==> src/rtl/crcr_pkg.sv <==
// Shared definitions for the reflected CRC-16 block.
// Field widths, register indexes and the configuration bundle.
// No dependencies.
package crcr_pkg;

	localparam int CRC_W     = 16;
	localparam int BYTE_W    = 8;
	localparam int SHIFT_W   = 5;
	localparam int MaxShifts = 16;
	localparam int DATA_W    = 32;
	localparam int ADDR_W    = 3;

	localparam logic [CRC_W-1:0]   POLY_RESET   = 16'hA001;
	localparam logic [SHIFT_W-1:0] SHIFTS_RESET = 5'd8;

	localparam logic REG_POLY   = 1'b0;
	localparam logic REG_SHIFTS = 1'b1;

	typedef struct packed {
		logic [CRC_W-1:0]   poly;
		logic [SHIFT_W-1:0] shifts;
	} crcr_cfg_t;

endpackage

==> src/rtl/reflected_crc16_configurable.sv <==
// Reflected CRC-16 over a byte stream, configurable polynomial and shift count.
// Top level: APB register block, input register, fold chain, result register.
// Depends on crcr_pkg and crcr_fold.
//
// One byte word is taken every cycle. The exception is a last byte that waits in the
// input register behind a result the receiver is stalling; the input stalls until that
// result is taken. A byte waits in the input register while the sixteen-step
// fold chain updates the accumulator. A last byte then loads the CRC into the result
// register, which drives crc_value. The accumulator clears after each result.
// Registers: polynomial at 0x0 (reset 0xA001), shifts_per_byte at 0x4 (reset 8,
// values above 16 act as 16). Write configuration only while idle.
module reflected_crc16_configurable (
	input  logic                          clk,
	input  logic                          arst_n,
	input  logic                          psel,
	input  logic                          penable,
	input  logic                          pwrite,
	input  logic [crcr_pkg::ADDR_W-1:0]   paddr,
	input  logic [crcr_pkg::DATA_W-1:0]   pwdata,
	output logic [crcr_pkg::DATA_W-1:0]   prdata,
	output logic                          pready,
	input  logic                          in_valid,
	output logic                          in_stall,
	input  logic [crcr_pkg::BYTE_W-1:0]   data_byte,
	input  logic                          last_byte,
	output logic                          out_valid,
	input  logic                          out_stall,
	output logic [crcr_pkg::CRC_W-1:0]    crc_value
);

	crcr_pkg::crcr_cfg_t cfg_q;
	logic                         cfg_wr;

	logic                         valid_s1;
	logic [crcr_pkg::BYTE_W-1:0]  byte_s1;
	logic                         last_s1;
	logic [crcr_pkg::CRC_W-1:0]   acc_q;
	logic [crcr_pkg::CRC_W-1:0]   acc_next;
	logic                         out_valid_q;
	logic [crcr_pkg::CRC_W-1:0]   crc_q;
	logic                         out_free;
	logic                         go_s1;

	assign pready = 1'b1;
	assign cfg_wr = psel & penable & pwrite & pready;

	always_ff @(posedge clk or negedge arst_n) begin
		if (!arst_n) begin
			cfg_q.poly   <= crcr_pkg::POLY_RESET;
			cfg_q.shifts <= crcr_pkg::SHIFTS_RESET;
		end else if (cfg_wr) begin
			case (paddr[2])
				crcr_pkg::REG_POLY:   cfg_q.poly   <= pwdata[crcr_pkg::CRC_W-1:0];
				crcr_pkg::REG_SHIFTS: cfg_q.shifts <= pwdata[crcr_pkg::SHIFT_W-1:0];
				default: ;
			endcase
		end
	end

	always_comb begin
		case (paddr[2])
			crcr_pkg::REG_POLY:
				prdata = {{(crcr_pkg::DATA_W-crcr_pkg::CRC_W){1'b0}}, cfg_q.poly};
			crcr_pkg::REG_SHIFTS:
				prdata = {{(crcr_pkg::DATA_W-crcr_pkg::SHIFT_W){1'b0}}, cfg_q.shifts};
			default: prdata = '0;
		endcase
	end

	assign out_free = !out_valid_q || !out_stall;
	assign go_s1    = valid_s1 && (!last_s1 || out_free);
	assign in_stall = valid_s1 && !go_s1;

	crcr_fold u_fold (
		.crc_in  (acc_q),
		.data_in (byte_s1),
		.cfg     (cfg_q),
		.crc_out (acc_next)
	);

	always_ff @(posedge clk or negedge arst_n) begin
		if (!arst_n) begin
			valid_s1 <= 1'b0;
		end else if (!in_stall) begin
			valid_s1 <= in_valid;
		end
	end

	always_ff @(posedge clk) begin
		if (!in_stall && in_valid) begin
			byte_s1 <= data_byte;
			last_s1 <= last_byte;
		end
	end

	always_ff @(posedge clk or negedge arst_n) begin
		if (!arst_n) begin
			acc_q <= '0;
		end else if (go_s1) begin
			acc_q <= last_s1 ? '0 : acc_next;
		end
	end

	always_ff @(posedge clk or negedge arst_n) begin
		if (!arst_n) begin
			out_valid_q <= 1'b0;
		end else if (go_s1 && last_s1) begin
			out_valid_q <= 1'b1;
		end else if (!out_stall) begin
			out_valid_q <= 1'b0;
		end
	end

	always_ff @(posedge clk) begin
		if (go_s1 && last_s1) begin
			crc_q <= acc_next;
		end
	end

	assign out_valid = out_valid_q;
	assign crc_value = crc_q;

`ifndef SYNTHESIS
	a_last_loads_result: assert property (@(posedge clk) disable iff (!arst_n)
		go_s1 && last_s1 |=> out_valid_q && crc_q == $past(acc_next))
		else $error("last byte did not load the result register");

	a_acc_cleared: assert property (@(posedge clk) disable iff (!arst_n)
		go_s1 && last_s1 |=> acc_q == '0)
		else $error("accumulator not cleared after a result");

	a_stall_only_when_held: assert property (@(posedge clk) disable iff (!arst_n)
		in_stall |-> valid_s1 && last_s1 && out_valid_q && out_stall)
		else $error("input stalled without a blocked result");

	a_zero_shift_fold: assert property (@(posedge clk) disable iff (!arst_n)
		valid_s1 && cfg_q.shifts == '0 |->
			acc_next == (acc_q ^ {{(crcr_pkg::CRC_W-crcr_pkg::BYTE_W){1'b0}}, byte_s1}))
		else $error("zero shift count must only fold the byte in");
`endif

endmodule

==> src/rtl/crcr_fold.sv <==
// Folds one byte into the CRC accumulator: XOR into the low bits, then a
// chain of shift and conditional polynomial XOR steps.
// Depends on crcr_pkg.
module crcr_fold (
	input  logic [crcr_pkg::CRC_W-1:0]  crc_in,
	input  logic [crcr_pkg::BYTE_W-1:0] data_in,
	input  crcr_pkg::crcr_cfg_t         cfg,
	output logic [crcr_pkg::CRC_W-1:0]  crc_out
);

	logic [crcr_pkg::CRC_W-1:0] chain [0:crcr_pkg::MaxShifts];

	assign chain[0] = crc_in ^ {{(crcr_pkg::CRC_W-crcr_pkg::BYTE_W){1'b0}}, data_in};

	for (genvar i = 0; i < crcr_pkg::MaxShifts; i++) begin : g_step
		logic                       en;
		logic [crcr_pkg::CRC_W-1:0] shifted;

		// steps past the configured count pass through, saturating at the chain length
		assign en      = cfg.shifts > crcr_pkg::SHIFT_W'(i);
		assign shifted = {1'b0, chain[i][crcr_pkg::CRC_W-1:1]}
			^ (chain[i][0] ? cfg.poly : '0);
		assign chain[i+1] = en ? shifted : chain[i];
	end

	assign crc_out = chain[crcr_pkg::MaxShifts];

endmodule

==> config.mk <==
export PLATFORM = sky130hd
export DESIGN_NAME = reflected_crc16_configurable
export DESIGN_NICKNAME = d
export VERILOG_FILES = /design/src/rtl/crcr_pkg.sv /design/src/rtl/reflected_crc16_configurable.sv /design/src/rtl/crcr_fold.sv
export SDC_FILE = /design/constraint.sdc
export NUM_CORES = 1
export LEC_CHECK = 0
export BUFFER_PORTS_ARGS = -buffer_cell sky130_fd_sc_hd__buf_4
export CORE_UTILIZATION = 42
export CTS_BUF_LIST = sky130_fd_sc_hd__clkbuf_2 sky130_fd_sc_hd__clkbuf_4 sky130_fd_sc_hd__clkbuf_8
export CTS_CLUSTER_DIAMETER = 60
export DETAILED_ROUTE_END_ITERATION = 8
export MAX_ROUTING_LAYER = met4
export REMOVE_ABC_BUFFERS = 1
export SLEW_MARGIN = 20
export SYNTH_ARGS = -nofsm -noshare
export SYNTH_HDL_FRONTEND = slang
export SYNTH_SLANG_ARGS = --single-unit
==> constraint.sdc <==
create_clock -name clk -period 18.28 [get_ports clk]
set_input_delay 0.914 -clock clk [delete_from_list [all_inputs] [get_ports clk]]
set_output_delay 0.914 -clock clk [all_outputs]
set_load 0.02 [all_outputs]
; Yosys cells after proc, flatten, opt, wreduce, memory -nomap -nowiden
; Index checks and enable logic that the tools add are counted.
[word_totals]
register_bits = 64
latchBits = 0
ram_bits = 0
rom_bits = 0
n_memories = 0
[classes]
n_addsub = 0
n_mul = 0
div = 0
order_cmp = 16
n_eq_ne = 1
shift = 0
muxes = 36
n_bitwise = 20
n_reduce_logical = 13
[op_table]
columns = operator, n
row1 = $mux 16, 33
row2 = $xor 15x16->16, 16
row3 = $pmux 32 s2, 1
row4 = $gt 5x4->1 const B, 8
row5 = $gt 5x3->1 const B, 4
row6 = $xor 16x8->16, 1
row7 = $gt 5x1->1 const B, 2
row8 = $gt 5x2->1 const B, 2
row9 = $logic_not 1->1, 5
row10 = $logic_and 1x1->1, 4
row11 = $reduce_and 2->1, 2
row12 = $and 1x1->1, 2
row13 = $logic_or 1x1->1, 2
row14 = $mux 1, 2
row15 = $ne 2x1->1 const B, 1
row16 = $not 1->1, 1

; Logic depth before layout (Yosys ltp)
; Gate-level depths: netlist of run 1.
[depth]
depth_word = 50
depth_mapped = 40

; Cells and area by module
; From an unflattened synthesis of run 1, not the netlist that was laid out.
[unflattened]
hier_cells = 1564
area_unflattened_um2 = 11526.1
[by_module_without_submodules]
columns = module, n_inst, cells_each, area_per_inst_um2, seq_area_each_um2
row1 = crcr_fold, 1, 1357, 8724.6, 0.0
row2 = reflected_crc16_configurable, 1, 207, 2801.4, 1731.7

; Worst setup path after synthesis of run 1
; No wires, ideal clock.
[synth_timing]
path_type = register -> register
from = register cfg_q[1] (netlist bit)
to = register crc_q (netlist bit crc_value[3]) (data pin)
arrival_ps = 8187
required_ps = 18005
slack_ps = 9818
stages_incl_launch_ff = 36
period_less_slack_ps = 8462
path_cell_list = dfrtp_1 buf_2 or4_4 buf_6 nand4_2 a21oi_1 or3_1 buf_6 nor3_1 mux2i_1 and2_1 xnor2_1 a222oi_1 a211oi_2 or3_1 buf_2 o2111ai_2 nand3_1 xnor2_2 a221o_1 and3_1 buf_2 a211oi_4 buf_4 nand2_2 a2111oi_4 nor3_4 xor2_1 a21oi_2 or3_1 or3_1 a31oi_1 nor3_1 o31a_1 xnor2_1 mux2i_1
[synth_via]
elab_chain_cells = 47
[synth_lines]
columns = element, line_no
row1 = start: declaration, reflected_crc16_configurable.sv:31  ; crcr_pkg::crcr_cfg_t cfg_q;
row2 = $gt 5x1->1, crcr_fold.sv:20  ; assign en = cfg.shifts > crcr_pkg::SHIFT_W'(i);
row3 = $mux 16, crcr_fold.sv:23  ; assign chain[i+1] = en ? shifted : chain[i];
row4 = $mux 16, crcr_fold.sv:22  ; ^ (chain[i][0] ? cfg.poly : '0);
row5 = $xor 15x16->16, crcr_fold.sv:22
row6 = $mux 16, crcr_fold.sv:23
row7 = $mux 16, crcr_fold.sv:22
row8 = $xor 15x16->16, crcr_fold.sv:22
row9 = $mux 16, crcr_fold.sv:23
row10 = [... 32 more ...], --
row11 = $mux 16, crcr_fold.sv:23
row12 = $mux 16, crcr_fold.sv:22
row13 = $xor 15x16->16, crcr_fold.sv:22
row14 = $mux 16, crcr_fold.sv:23
row15 = $mux 16, crcr_fold.sv:22
row16 = $xor 15x16->16, crcr_fold.sv:22
row17 = $mux 16 *, crcr_fold.sv:23
row18 = net acc_next (one bit), reflected_crc16_configurable.sv:38  ; logic [crcr_pkg::CRC_W-1:0] acc_next;
row19 = end signal: assignment, reflected_crc16_configurable.sv:116  ; crc_q <= acc_next;
row20 = end: declaration, reflected_crc16_configurable.sv:40  ; logic [crcr_pkg::CRC_W-1:0] crc_q;
; Mark *: on every way through the listed nets, which the timed path passes. The rest lies on a longest branch.
; A chain may end at the register's enable or synchronous reset.

; Worst setup path in the final report of run 1
[layout_timing]
from = register cfg_q[1] (netlist bit)
to = register crc_q (netlist bit crc_value[11]) (data pin)
; Same word-level chain as after synthesis.

==> summary.md, run 1 <==
| Metric | Value |
|---|---|
| First-pass GRT wire length | 65500 µm |
| Cts bufs inserted | 9 |
| Hold-fix buffers, CTS | 0 |
| Worst clock skew | 0.0116 ns |
| Async SR Flop Fraction | 60.9% |
| DR vias/cell | 6.83 |
| Fraction of layout cells with a size suffix above 1 | 14.2% |
| Vias | 12400 |
| Routability cong. | 0.923 |
| Run status | finished with violations |
| Max-cap violations | 0 |
| Clock root cell | clkbuf_8 |
| Ant. Diodes | 0 |
| Global route total overflow | 0 |
| Crit path buffers/inverters | 1 |
| Total GRT Usage | 30.9% |
| Syn Inst Count | 1507 |
| CTS tree | yes |
| CP top delay family | compound AO/OA/AOI/OAI gates |
| Share of the synthesized area in the top cell type | 7.93% |
| Setup crit end kind | register |
| Worst-path fanout max | 24 |
| Critical path's slowest cell | dfrtp_1 |
| DIE WIDTH | 166 µm |
| Relative slew margins | 32.9% |
| CTS clk-pin slew, worst paths | 0.08 ns |
| Final WL | 42300 µm |
| Layout Nets | 1521 |
| Crit path launch type | register |
| 1st-pass router iterations | 8 |
| Wire length per cell | 23.4 µm |
| Critical path class | reg -> reg |
| Hold Crit Class | in -> async |
| Setup TNS | 0 ns |
| Worst path required time | 18.35 ns |
| Syn. warnings | 0 |
| Post-route ant nets | 0 |
| Register area share after synthesis | 15.4% |
| Yosys top cell by area | xnor2_1 |
| Pin count of the biggest net entering global routing | 40 |
| Clk_lat worst skew | 0.35 ns |
| Iter 0 DRT Violations | 1392 |
| Distinct cells, synth | 118 |
| Setup-failing EPs final | 0 |
| Clk sink count | 64 |
| F_max | 79.6 MHz |
| Initial Util | 43.0% |
| Core area | 0.0262 mm² |
| EDFF count, synth | 25 |
| Clk buf depth | 2 |
| Syn Std Cell Area | 0.0113 mm² |
| RSZ-0062 raised after global routing | no |
| H-tree depth | 3 |
| Rows | 59 |
| Vias in the first global route | 11300 |
| Post CTS Setup Buffer Count | 0 |
| Period utilization | 68.7% |
| Ys flop type | dfrtp_1 |
| # IOs | 102 |
| Post-cts resize count | 0 |
| Average size of a mapped cell | 7.48 µm² |
| Port bufs | 66 |
| Synth Register Bits | 64 |
| Hold Fails Final Rpt | 0 |
| CP arrival | 12.63 ns |
| Initial antenna violation count | 0 |
| Max-slew violations | 0 |
| Die Area | 0.0275 mm² |
| Most used cell, CP | a211oi_2 |
| CP peak stage delay | 0.88 ns |
| Syn-to-layout area delta | 6.00% |
| Top cells by area, synth | xnor2_1 7.9%, dfrtp_1 7.8%, edfxtp_1 6.7% |
| Violated checks | design-rule violations |
| Die Y | 166 µm |
| Detailed placer's ending HPWL | 29600 µm |
| Post-layout min period | 12.56 ns |
| # DRC | 4 |
| Tightest Pin Transition | 1.01 ns |
==> cell usage in the layout (no fill, tap or decap), types with 46 or more instances in the layout <==
master / n
nand2_1: 155
xnor2_1: 102
nor2_1: 101
buf_4: 100
o21ai_0: 69
a21oi_1: 64
nor3_1: 59
nand3_1: 52
mux2i_1: 46
==> stage by stage <==
stage | hold WS [ns] | util (%) | cell area (µm²) | worst slack, ns | cells
after floorplan | 0.475 | - | 10600 | 6.94 | 1359
after global routing | 0.556 | 45.6 | 11900 | 4.88 | 1810
after CTS | 0.543 | 45.6 | 11900 | 6.05 | 1810
after global placement | 0.521 | 44.8 | 11700 | 6.26 | 1794
after detailed placement | 0.525 | 44.8 | 11700 | 6.10 | 1794
final | 0.516 | 45.6 | 11900 | 5.72 | 1810
==> cells by family after synthesis <==
| kind of cell | count (synthesis) | share of synthesized area [%] |
|---|---|---|
| other cells | 2 | 0.0667 |
| mux | 75 | 7.17 |
| xor+xnor | 134 | 10.7 |
| compound gates | 517 | 35.0 |
| buf+inv | 182 | 7.46 |
| simple gates | 533 | 24.2 |
| flops | 64 | 15.4 |
==> path summary, 6_finish.rpt <==
| check | startpoint | to | slack (ns) | cells past startpoint |
|---|---|---|---|---|
| worst max-delay path | cfg_q[1] | crc_value[11] | 5.72 | 30 |
| min in group clk | out_valid | out_valid | 0.56 | 1 |
| max in group asynchronous | arst_n | cfg_q[20] | 17.34 | 1 |
| worst min register to register | out_valid | out_valid | 0.56 | 1 |
| worst max register to register | cfg_q[1] | crc_value[11] | 5.72 | 30 |
| worst min-delay path | arst_n | acc_q[5] | 0.52 | 1 |
==> routing by layer <==
| layer | global-route usage (%) | vias up | share of wire (%) |
|---|---|---|---|
| li1 | - | 5690 | - |
| met5 | - | - | 0 |
| met3 | 3.62 | 87 | 8.6 |
| met1 | 42.4 | 5945 | 44 |
| met4 | 10.8 | 0 | 3.2 |
| met2 | 46.9 | 635 | 44 |
==> flip-flops by register name, summed over array words and instances (netlist names) <==
| signal | count |
|---|---|
| acc_q | 16 |
| byte_s1 | 8 |
| cfg_q | 21 |
| crc_value | 16 |
| last_s1 | 1 |
| out_valid | 1 |
| valid_s1 | 1 |
==> cell usage after synthesis, drive strengths merged, types with 7 or more instances <==
cell type	count
nand2	156
clkbuf	105
nor2	104
xnor2	103
o21ai	77
a21oi	71
nor3	66
buf	58
nand3	53
mux2i	48
a211oi	39
dfrtp	35
nor4	31
o211ai	31
xor2	30
a31oi	27
mux2	27
nand4	26
a21o	25
edfxtp	25
and3	23
o31ai	23
a211o	20
o221ai	20
inv	17
or3	17
a21boi	12
o2111ai	12
o2111a	11
o31a	11
a22oi	10
o211a	10
and2	9
nand2b	9
o21a	9
o22ai	9
or2	9
a2111oi	8
a2bb2oi	8
a311oi	8
and4	8
or4	8
a22o	7
o32ai	7
==> layout make-up <==
class / count / area (µm²)
fillers: 2658 / 14300
multi-input cells: 1276 / 8770
flip-flops and latches: 64 / 1730
repair buffers: 100 / 751
well taps: 335 / 419
clock buffers: 9 / 124
clock inverters: 7 / 72.6
inverters: 19 / 71.3
Power of run 1 is not shown: default switching activity piles up to over one toggle a cycle in this logic, so the estimate is an artifact.
==> inputs of run 2 (changes only) <==
==> constraint.sdc (replaced) <==
create_clock -name clk -period 11.7 [get_ports clk]
set_input_delay 0.585 -clock clk [delete_from_list [all_inputs] [get_ports clk]]
set_output_delay 0.585 -clock clk [all_outputs]
set_load 0.02 [all_outputs]
==> run 2 against run 1 <==
Net effect:
- the flow still finishes with violations (design-rule violations)
- hold slack worse by 0.30 ns
- die area unchanged
- clock skew down 0.0011 ns
- critical path depth up 2
- critical path type unchanged
- sequential share of layout area down 0.17 points
- global-route usage up 0.32 points
- largest cell class unchanged
- count of clock-buffer cells in the layout up 3
- non-clock buffer count up 21
- via count up 0.87%
- cell area up 1.2%
- routed wire length up 1.1%
==> summary.md, run 2 (synthesized netlist as in run 1, its figures left out) <==
| Metric | Value |
|---|---|
| Run status | finished with violations |
| Violated checks | design-rule violations |
| Setup WS pre-CTS | 0.849 ns (-5.25 ns) |
| Tightest Pin Transition | 1.06 ns (+0.0549 ns) |
| Post-route insts no fill | 1831 (+1.2%) |
| Syn-to-layout area delta | 7.23% |
| Port bufs | 66 (unchanged) |
| Clock root cell | clkbuf_8 |
| Clk sink count | 64 (unchanged) |
| 1st-pass router iterations | 7 (-1) |
| Hold Crit Class | in -> async |
| Iter 0 DRT Violations | 1555 (+12%) |
| Register bank with the most flops | cfg_q |
| Routability cong. | 0.923 (unchanged) |
| CTS tree | yes |
| Worst clock skew | 0.0105 ns (-0.00114 ns) |
| CP peak stage delay | 0.77 ns (-0.11 ns) |
| Worst-path fanout max | 23 (-4.2%) |
| Rows | 59 (unchanged) |
| Commonest non-fill, non-tap cell in the layout | nand2_1 |
| Period utilization | 93.3% (+25 points) |
| Initial antenna violation count | 0 (unchanged) |
| Vias | 12500 (+0.87%) |
| Layout Nets | 1542 (+1.4%) |
| Post-route ant nets | 0 (unchanged) |
| Detailed placer's ending HPWL | 29800 µm (+0.59%) |
| Hold Fails Final Rpt | 0 (unchanged) |
| Pin count of the biggest net entering global routing | 40 (unchanged) |
| # IOs | 102 (unchanged) |
| Core area | 0.0262 mm² (unchanged) |
| F_max | 91.6 MHz (+15%) |
| Setup crit end kind | register |
| Max-cap violations | 0 (unchanged) |
| Hold-fix buffers, CTS | 0 (unchanged) |
| Max reg flops | 21 (unchanged) |
| Commonest non-fill, non-tap cells in the layout | 155 x nand2_1, 121 x buf_4, 102 x xnor2_1, 101 x nor2_1, 69 x o21ai_0 |
| Setup-failing EPs final | 0 (unchanged) |
| Global route total overflow | 0 (unchanged) |
| Cts bufs inserted | 9 (unchanged) |
| Initial Util | 43.0% (unchanged) |
| Final WL | 42800 µm (+1.1%) |
| Relative slew margins | 29.2% (-3.7 points) |
| DR top layer | met4 |
| H-tree depth | 3 (unchanged) |
| Hold slack | 0.218 ns (-0.299 ns) |
| DIE WIDTH | 166 µm (unchanged) |
| Clk_lat worst skew | 0.34 ns (about the same) |
| Max-slew violations | 0 (unchanged) |
| DRT met1 WL | 18800 µm (+0.47%) |
| First-pass GRT wire length | 66100 µm (+0.95%) |
| RSZ-0062 raised after global routing | no |
| Ant. Diodes | 0 (unchanged) |
| CP arrival | 10.99 ns (-1.64 ns) |
| DR vias/cell | 6.81 (-0.29%) |
| Vias in the first global route | 11300 (+0.40%) |
| # DRC | 4 (unchanged) |
| Critical path's slowest cell | dfstp_2 |
| Most used cell, CP | buf_4 |
| Wire length per cell | 23.4 µm (-0.10%) |
| CTS clk-pin slew, worst paths | 0.07 ns (about the same) |
| Total GRT Usage | 31.3% (+0.32 points) |
| Routed wl met2 | 18500 µm (-0.67%) |
| Clk buf depth | 2 (unchanged) |
| Crit path launch type | register |
| Placed Cells | 1813 (+1.1%) |
| Die Area | 0.0275 mm² (unchanged) |
| Setup TNS | 0 ns (unchanged) |
| Post-layout min period | 10.92 ns (-1.64 ns) |
| Post-route setup slack | 0.779 ns (-4.94 ns) |
| Routed wl met3 | 3880 µm (+6.5%) |
| Fraction of layout cells with a size suffix above 1 | 15.4% (+1.2 points) |
| Die Y | 166 µm (unchanged) |
| Critical path class | reg -> reg |
| Worst path required time | 11.77 ns (-6.58 ns) |
-- run 2: stage by stage --
| step | util [%] | instance area, µm² |
|---|---|---|
| after detailed placement | 45.4 | 11900 |
| final | 46.1 | 12100 |
| after global placement | 45.4 | 11900 |
| after global routing | 46.1 | 12100 |
| after floorplan | - | 10600 |
| after CTS | 46.0 | 12100 |
-- run 2: routing by layer --
layer | global-route usage, % | up-vias
met5 | - | -
met4 | 12.5 | 0
met3 | 2.14 | 83
met2 | 47.3 | 676
met1 | 43.3 | 5973
li1 | - | 5732
-- run 2: layout make-up --
| cell class | count | area (µm²) |
|---|---|---|
| multi-input combinational | 1276 | 8770 |
| clock buffer | 12 | 153 |
| fill | 2633 | 14100 |
| tap | 335 | 419 |
| sequential | 64 | 1730 |
| timing repair buffer | 121 | 908 |
| clock inverter | 4 | 21.3 |
| inverter | 19 | 75.1 |
-- run 2: path summary, 6_finish.rpt --
check | from | endpoint | slack, ns | depth (start not counted)
setup / recovery | cfg_q[3] | crc_value[11] | 0.78 | 32
hold / removal | arst_n | acc_q[13] | 0.22 | 1
min in group clk | data_byte[4] | byte_s1[4] | 0.42 | 1
setup reg to reg | cfg_q[3] | crc_value[11] | 0.78 | 32
max in group asynchronous | arst_n | cfg_q[4] | 11.08 | 1
hold reg to reg | cfg_q[2] | cfg_q[2] | 0.52 | 1
-- run 2: critical path: cells and delay by family (launching register included) --
kind                      cells  cell delay [ns]
xor gates and xnor gates      3             0.59
buffers and inverters         4             0.91
and+or+nand+nor               9             2.65
muxes                         2             0.58
DFF                           1             0.77
AOI/OAI and AO/OA            14             5.11
-- run 2: what timing repair did --
action | CTS | global route
buffers inserted | 0 | 2
endpoints found under the setup margin | 0 | 27
gates resized for setup | 0 | 1
Power of run 2 is left out for the same reason.
==> inputs of run 3 (changes only) <==
--- a/config.mk
+++ b/config.mk
@@ -6,11 +6,12 @@
 export NUM_CORES = 1
 export LEC_CHECK = 0
 export BUFFER_PORTS_ARGS = -buffer_cell sky130_fd_sc_hd__buf_4
-export CORE_UTILIZATION = 42
+export CORE_UTILIZATION = 45
 export CTS_BUF_LIST = sky130_fd_sc_hd__clkbuf_2 sky130_fd_sc_hd__clkbuf_4 sky130_fd_sc_hd__clkbuf_8
 export CTS_CLUSTER_DIAMETER = 60
 export DETAILED_ROUTE_END_ITERATION = 8
 export MAX_ROUTING_LAYER = met4
+export PLACE_DENSITY = 0.66
 export REMOVE_ABC_BUFFERS = 1
 export SLEW_MARGIN = 20
 export SYNTH_ARGS = -nofsm -noshare
==> constraint.sdc (replaced) <==
create_clock -name clk -period 9.25 [get_ports clk]
set_input_delay 0.4625 -clock clk [delete_from_list [all_inputs] [get_ports clk]]
set_output_delay 0.4625 -clock clk [all_outputs]
set_load 0.02 [all_outputs]
==> run 3 against run 2 <==
Net effect:
- global-route usage is 2.4 points higher
- flip-flop and latch count stayed put
- hold slack worse by 0.14 ns
- the flow now finishes without violations
- core utilization is 8.8 points higher
- critical path type unchanged
- non-clock buffer count is 104 higher
==> summary.md, run 3 (synthesized netlist as in run 1, its figures left out) <==
| Metric | Value |
|---|---|
| Max-slew violations | 0 (unchanged) |
| Relative slew margins | 16.8% (-12 points) |
| Fraction of layout cells with a size suffix above 1 | 25.2% (+9.8 points) |
| Layout Nets | 1649 (+6.9%) |
| Iter 0 DRT Violations | 1481 (-4.8%) |
| Setup WS pre-CTS | 0.0114 ns (-0.837 ns) |
| Port bufs | 66 (unchanged) |
| Post-layout min period | 9.05 ns (-1.87 ns) |
| Setup crit end kind | register |
| CTS tree | yes |
| Worst clock skew | 0.0110 ns (+0.000462 ns) |
| # DRC | 0 (-4) |
| Vias | 13000 (+4.2%) |
| Commonest non-fill, non-tap cells in the layout | 219 x buf_4, 154 x nand2_1, 99 x nor2_1, 96 x xnor2_1, 64 x o21ai_0 |
| Cts bufs inserted | 9 (unchanged) |
| Hold-fix buffers, CTS | 0 (unchanged) |
| Run status | finished, final reports clean |
| Clk sink count | 64 (unchanged) |
| Most used cell, CP | buf_4 |
| Max reg flops | 21 (unchanged) |
| DIE WIDTH | 160 µm (-3.4%) |
| Period utilization | 97.9% (+4.5 points) |
| Core area | 0.0245 mm² (-6.7%) |
| Detailed placer's ending HPWL | 31700 µm (+6.3%) |
| Worst-path fanout max | 8 (-65%) |
| Vias in the first global route | 11600 (+2.7%) |
| Hold Crit Class | in -> async |
| DR vias/cell | 6.74 (-1.0%) |
| CTS clk-pin slew, worst paths | 0.07 ns (about the same) |
| Die Y | 160 µm (-3.4%) |
| CP peak stage delay | 0.55 ns (-0.22 ns) |
| Critical path's slowest cell | or4_4 |
| Final WL | 44100 µm (+3.2%) |
| Crit path launch type | register |
| Setup-failing EPs final | 0 (unchanged) |
| Tightest Pin Transition | 1.25 ns (+0.186 ns) |
| CP arrival | 9.33 ns (-1.66 ns) |
| Hold Fails Final Rpt | 0 (unchanged) |
| Pin count of the biggest net entering global routing | 43 (+7.5%) |
| Clock root cell | clkbuf_8 |
| Clk_lat worst skew | 0.35 ns (about the same) |
| Wire length per cell | 22.9 µm (-2.0%) |
| Global route total overflow | 0 (unchanged) |
| Critical path class | reg -> reg |
| 1st-pass router iterations | 6 (-1) |
| Post-route setup slack | 0.197 ns (-0.582 ns) |
| Syn-to-layout area delta | 19.2% |
| Register bank with the most flops | cfg_q |
| Commonest non-fill, non-tap cell in the layout | buf_4 |
| Total GRT Usage | 33.7% (+2.4 points) |
| Max-cap violations | 0 (unchanged) |
| Worst path required time | 9.53 ns (-2.24 ns) |
| H-tree depth | 3 (unchanged) |
| Ant. Diodes | 0 (unchanged) |
| Initial Util | 46.1% (+3.1 points) |
| Post-route ant nets | 0 (unchanged) |
| First-pass GRT wire length | 66500 µm (+0.64%) |
| Clk buf depth | 2 (unchanged) |
| Routability cong. | 0.949 (+2.8%) |
| Rows | 57 (-3.4%) |
| Die Area | 0.0257 mm² (-6.6%) |
| # IOs | 102 (unchanged) |
| F_max | 110 MHz (+21%) |
| Initial antenna violation count | 0 (unchanged) |
| RSZ-0062 raised after global routing | yes |
run 3: cell count changes in the layout (fill, tap and decap cells not counted), moves of 4 or more:
cell,delta
nand3_1,-4
a211oi_2,+4
buf_4,+98
a21oi_2,+6
o21ai_0,-5
xnor2_2,+5
nor3_2,+4
nor3_1,-6
xnor2_1,-6
a211oi_1,-5
a21oi_1,-5
run 3: final timing paths:
check | start | end | slack (ns) | cells after the start
setup / recovery | cfg_q[2] | acc_q[12] | 0.20 | 36
hold / removal | arst_n | acc_q[4] | 0.08 | 1
setup reg to reg | cfg_q[2] | acc_q[12] | 0.20 | 36
hold reg to reg | cfg_q[9] | cfg_q[9] | 0.55 | 1
max in group asynchronous | arst_n | cfg_q[2] | 8.75 | 1
min in group clk | data_byte[3] | byte_s1[3] | 0.29 | 1
run 3: critical path, delay by kind of cell, from the launching register on:
family                 cells  cell delay (ns)
multiplexers               1             0.39
XOR/XNOR                   1             0.21
AO/OA/AOI/OAI             18             4.53
buffers and inverters      7             1.31
flip-flops                 1             0.45
AND/OR/NAND/NOR            9             2.07
run 3: layer usage:
| metal | routed length, µm | GRT usage, % | vias up |
|---|---|---|---|
| li1 | - | - | 5957 |
| met4 | 1770 | 12.7 | 0 |
| met1 | 18700 | 45.3 | 6178 |
| met2 | 19900 | 51.9 | 715 |
| met5 | 0 | - | - |
| met3 | 3800 | 3.38 | 132 |
run 3: cell type report:
| type | count | area (µm²) |
|---|---|---|
| fillers | 2292 | 11000 |
| clock buffers | 11 | 139 |
| well taps | 324 | 405 |
| multi-input cells | 1279 | 9330 |
| inverters | 19 | 71.3 |
| clock inverters | 5 | 26.3 |
| flip-flops and latches | 64 | 1730 |
| repair buffers | 225 | 1720 |
run 3: through the flow:
stage / area (µm²) / util (%) / setup TNS, ns / hold slack (ns) / std cells
floorplan: 10600 / - / -63.40 / 0.167 / 1359
global placement: 12500 / 51.0 / 0 / 0.472 / 1881
detailed placement: 12500 / 51.0 / 0 / 0.467 / 1881
CTS: 12600 / 51.7 / 0 / 0.0964 / 1897
global route: 13400 / 54.9 / -1.60 / 0.128 / 1927
finish: 13400 / 54.9 / 0 / 0.0824 / 1927
run 3: repair_timing:
action / CTS / global route
pin swaps: 0 / 31
setup endpoints to repair: 6 / 32
gates resized for setup: 3 / 95
setup buffers: 0 / 26
cloned: 0 / 4
Power of run 3 is left out for the same reason.
